[src/dcps_pkg.sv]
// Package for the DAG critical-path slack block: request and result types,
// operation codes, field widths and the vertex index reduction.
// Depends on nothing; every other file but dcps_ram imports it.
`timescale 1ns / 1ps
`default_nettype none

package dcps_pkg;

    localparam int VERTEX_W             = 10;
    localparam int WEIGHT_W             = 16;
    localparam int COST_W               = 32;
    localparam int OP_W                 = 2;
    localparam int NUM_VERTICES_DEFAULT = 1024;

    localparam logic [COST_W-1:0] COST_MAX = {COST_W{1'b1}};

    localparam logic [OP_W-1:0] OP_BEGIN = 2'd0;
    localparam logic [OP_W-1:0] OP_FWD   = 2'd1;
    localparam logic [OP_W-1:0] OP_BWD   = 2'd2;
    localparam logic [OP_W-1:0] OP_NONE  = 2'd3;

    typedef struct packed {
        logic [OP_W-1:0]     operation;
        logic [VERTEX_W-1:0] vertex;
        logic [VERTEX_W-1:0] neighbor;
        logic [WEIGHT_W-1:0] weight;
        logic                has_edge;
        logic                last_edge;
    } in_item_t;

    typedef struct packed {
        logic [VERTEX_W-1:0] vertex_out;
        logic [COST_W-1:0]   cost;
        logic [COST_W-1:0]   slack;
        logic [COST_W-1:0]   span;
        logic [VERTEX_W-1:0] critical_vertex;
        logic                critical_valid;
        logic                saturated;
    } result_t;

    // Reduces a vertex index modulo the table depth by restoring subtraction.
    function automatic logic [VERTEX_W-1:0] vmod(input logic [VERTEX_W-1:0] x,
                                                 input int unsigned n);
        int unsigned r;
        r = 32'(x);
        for (int k = VERTEX_W - 1; k >= 0; k--) begin
            if (r >= (n << k)) begin
                r = r - (n << k);
            end
        end
        return r[VERTEX_W-1:0];
    endfunction

endpackage

`default_nettype wire

[src/dcps_out_fifo.sv]
// Two-entry result queue between the edge engine and the output stream,
// so that requests keep flowing while a result waits. Depends on dcps_pkg.
`timescale 1ns / 1ps
`default_nettype none

module dcps_out_fifo import dcps_pkg::*; (
    input  logic    clk,
    input  logic    rst_n,
    input  logic    push,
    input  result_t push_data,
    output logic    full,
    output logic    m_valid,
    input  logic    m_ready,
    output result_t m_data
);

    result_t     entry_reg [2];
    logic        wr_ptr_reg, rd_ptr_reg;
    logic [1:0]  count_reg, count_next;
    logic        pop;

    assign pop     = m_valid & m_ready;
    assign m_valid = count_reg != 2'd0;
    assign full    = count_reg == 2'd2;
    assign m_data  = entry_reg[rd_ptr_reg];

    always_comb
    begin
        count_next = count_reg;
        if (push && !pop)
        begin
            count_next = count_reg + 2'd1;
        end
        else if (pop && !push)
        begin
            count_next = count_reg - 2'd1;
        end
    end

    always_ff @(posedge clk or negedge rst_n)
    begin
        if (!rst_n)
        begin
            wr_ptr_reg <= 1'b0;
            rd_ptr_reg <= 1'b0;
            count_reg  <= 2'd0;
        end
        else
        begin
            count_reg <= count_next;
            if (push)
            begin
                wr_ptr_reg <= ~wr_ptr_reg;
            end
            if (pop)
            begin
                rd_ptr_reg <= ~rd_ptr_reg;
            end
        end
    end

    always_ff @(posedge clk)
    begin
        if (push)
        begin
            entry_reg[wr_ptr_reg] <= push_data;
        end
    end

    assert property (@(posedge clk) disable iff (!rst_n)
        push |-> count_reg != 2'd2)
        else $error("result pushed into a full queue");

    assert property (@(posedge clk) disable iff (!rst_n)
        (pop && !push) |=> count_reg == $past(count_reg) - 2'd1)
        else $error("queue count did not drop after a pop");

    assert property (@(posedge clk) disable iff (!rst_n)
        count_reg <= 2'd2)
        else $error("queue holds more than two results");

endmodule

`default_nettype wire

[config.mk]
export PLATFORM = sky130hd
export DESIGN_NAME = dcps_out_fifo
export DESIGN_NICKNAME = d
export VERILOG_FILES = /design/src/dcps_pkg.sv /design/src/dcps_out_fifo.sv
export SDC_FILE = /design/constraint.sdc
export NUM_CORES = 1
export LEC_CHECK = 0
export ABC_AREA = 0
export ABC_CLOCK_PERIOD_IN_PS = 6100
export BUFFER_PORTS_ARGS = -buffer_cell sky130_fd_sc_hd__buf_2
export CAP_MARGIN = 15
export CORE_ASPECT_RATIO = 0.75
export CORE_MARGIN = 4
export CORE_UTILIZATION = 34
export CTS_BUF_LIST = sky130_fd_sc_hd__clkbuf_8 sky130_fd_sc_hd__clkbuf_16
export CTS_CLUSTER_DIAMETER = 30
export DETAILED_ROUTE_END_ITERATION = 8
export GPL_ROUTABILITY_DRIVEN = 1
export MAX_ROUTING_LAYER = met4
export SETUP_SLACK_MARGIN = 0.1
export SKIP_LAST_GASP = 1
export SYNTH_ARGS = -nofsm -noshare
export SYNTH_HDL_FRONTEND = slang
export SYNTH_SLANG_ARGS = --single-unit
[constraint.sdc]
create_clock -name clk -period 6.1 [get_ports clk]
set_input_delay 1.22 -clock clk [delete_from_list [all_inputs] [get_ports clk]]
set_output_delay 1.22 -clock clk [all_outputs]
set_load 0.005 [all_outputs]
==> impl_metrics.tcl <==
set metrics [dict create \
    die_w_um 193.2 \
    worstSetupPathType "reg -> out" \
    worstPathCellList "buf_4 -> mux2_2 -> buf_2" \
    ys_ff_latch 240 \
    cts_root_buf "clkbuf_16" \
    syn2layout_area_growth_pct 33.53 \
    cts_resized 0 \
    fin_tns_setup_ps 0 \
    skew_ps 14.71 \
    core_area_um2 25150 \
    die_h_um 146.9 \
    die-area_um2 28380 \
    grt-ovfl-total 0 \
    p_leak_nw 4.414 \
    io_pins 242 \
    hold_buffers 0 \
    hp-start "count_reg[1]" \
    min_period_over_period_pct 66.15 \
    via_count 4552 \
    worstMarginPinSlew_ps 1058 \
    place_hpwl_um 11620 \
    finalWirelength_um 17880 \
    grt_pass1_vias 4990 \
    hold_class "reg -> reg" \
    finalMaxSlewViolations 0 \
    critPathRequiredTime_ps 4880 \
    drv_cap 0 \
    cp_max_fo 77 \
    pre_cts_slack_ps 2517 \
    cts_sinks 240 \
    fin_util_pct 46.44 \
    ys_types 13 \
    rsz0062_at_grt "no" \
    rows 50 \
    synth_fp_nets 506 \
    initial_core_util_pct 34.78 \
    relSlewSlack_pct 29.48 \
    cts.reportedPaths.clkPinSlew_ps 50 \
    crit_path_end_kind "output port" \
    drc 0 \
    port_buffers 241 \
    firstDrtPassIters 4 \
    fin_ws_ps 2065 \
    avgSynthCellArea_um2 22.84 \
    reg2reg_from "wr_ptr_reg" \
    drt_iter0_drc 141 \
    r2r-end "entry_reg[0][102]" \
    final_nets 782 \
    globalplace.congestion 0.7299 \
    grt_pass1_wl_um 27420 \
    max_stage_delay_ps 1110 \
    clk_path_buf_depth 3 \
    yosysSeqAreaShare_pct 82.16 \
    synth_cells 383 \
    vdd_drop_max_mv 0.2613 \
    final_common_cell "buf_2" \
    grt_util_all_layers_pct 12.37 \
    regToRegSetupSlack_ps 4010 \
    layout-drive-gt1-share_pct 62.57 \
    routed_via_density 4.411 \
    layout_common_cells "buf_2 (241), edfxtp_1 (236), mux2_2 (118), clkbuf_16 (42)" \
    finalSetupViolations 0 \
    holdPathStages 1 \
    period_needed_ps 4035 \
    syn_area_um2 8747 \
    antenna_found_initial 2 \
    hold-path-endpoint "count_reg[1]" \
    wl_per_cell_um 17.32 \
    status "finished clean" \
    post_cts_buffers 0 \
    cts_tree "yes" \
    grt_max_degree 93 \
    power_density_nw_per_um2 493.1 \
    clock_latency_ps 520 \
    power_w 0.005759 \
    finalHoldViolations 0 \
    cp_slowest_cell "dfrtp_4" \
    rr_worst_depth 2 \
    crit_buf_inv 2 \
    ctsHtreeMaxLevel 2 \
    cts-buffers-inserted 42 \
    fmax_mhz 247.8 \
    cp_top_family "flip-flops" \
    largest_reg_flops 236 \
    ys.warnings.count 0 \
    arrival_ps 2820 \
    drtAntennaViolNets 0 \
    critPathLaunchType "flop" \
]
## per-stage QoR
step | instance area, um^2 | cells | hold WS [ps]
global placement | 10280 | 952 | 468.3
finish | 11680 | 1032 | 487.1
floorplan | 8750 | 383 | 447.4
CTS | 11650 | 1029 | 485.8
global route | 11680 | 1032 | 497.5
detailed placement | 10280 | 952 | 478.8
## logic make-up after synthesis
logic type                 after synthesis  share of synthesized area [%]
buffers and inverters                   13                          1.631
xor gates and xnor gates                 5                         0.5007
DFF                                    240                          82.16
muxes                                  118                          15.19
adders and majority gates                1                         0.1430
and+or+nand+nor                          6                         0.3719
## worst max path at each step
| stage | startpoint | endpoint | slack, ps | depth (start not counted) |
|---|---|---|---|---|
| floorplan | push | entry_reg[0][0] | 1360 | 1 |
| global placement | rd_ptr_reg | m_data[110] | 2590 | 3 |
| detailed placement | rd_ptr_reg | m_data[93] | 2520 | 3 |
| CTS | rd_ptr_reg | m_data[93] | 1980 | 3 |
| global route | rd_ptr_reg | m_data[117] | 1910 | 3 |
| finish | rd_ptr_reg | m_data[93] | 2060 | 3 |
## power breakdown
group	switching, W	total, W	leakage [nW]	internal, W
clock	0.000788	0.00219	0.665	0.00140
sequential	0.000172	0.00236	2.26	0.00219
combinational	0.000562	0.00120	1.49	0.000641
## metal layers
| layer | global-route usage [%] | vias to the layer above | share of wire, % |
|---|---|---|---|
| met4 | 3.999 | 0 | 1.9 |
| met3 | 4.539 | 35 | 7.5 |
| met1 | 14.98 | 2226 | 42 |
| met5 | - | - | 0 |
| met2 | 19.48 | 182 | 48 |
| li1 | - | 2109 | - |
## cell type report
class | instances | area, um^2
Fill cell | 2156 | 13470
Multi-Input combinational cell | 130 | 1428
Clock buffer | 42 | 1051
Timing Repair Buffer | 245 | 1269
Clock inverter | 35 | 314.1
Sequential cell | 240 | 7191
Tap cell | 338 | 422.9
Antenna cell | 2 | 5.005
## Yosys cell counts
| master | count | share of area (%) |
|---|---|---|
| nor2_1 | 1 | 0.043 |
| xor2_1 | 3 | 0.30 |
| edfxtp_1 | 236 | 81 |
| dfrtp_1 | 4 | 1.1 |
| ha_1 | 1 | 0.14 |
| xnor2_1 | 2 | 0.20 |
| nor2b_1 | 2 | 0.14 |
| and2_1 | 1 | 0.072 |
| or2_2 | 1 | 0.072 |
| nand2_1 | 1 | 0.043 |
| mux2_2 | 118 | 15 |
| buf_6 | 12 | 1.5 |
| buf_4 | 1 | 0.086 |
(Power assumes the default switching activity.)
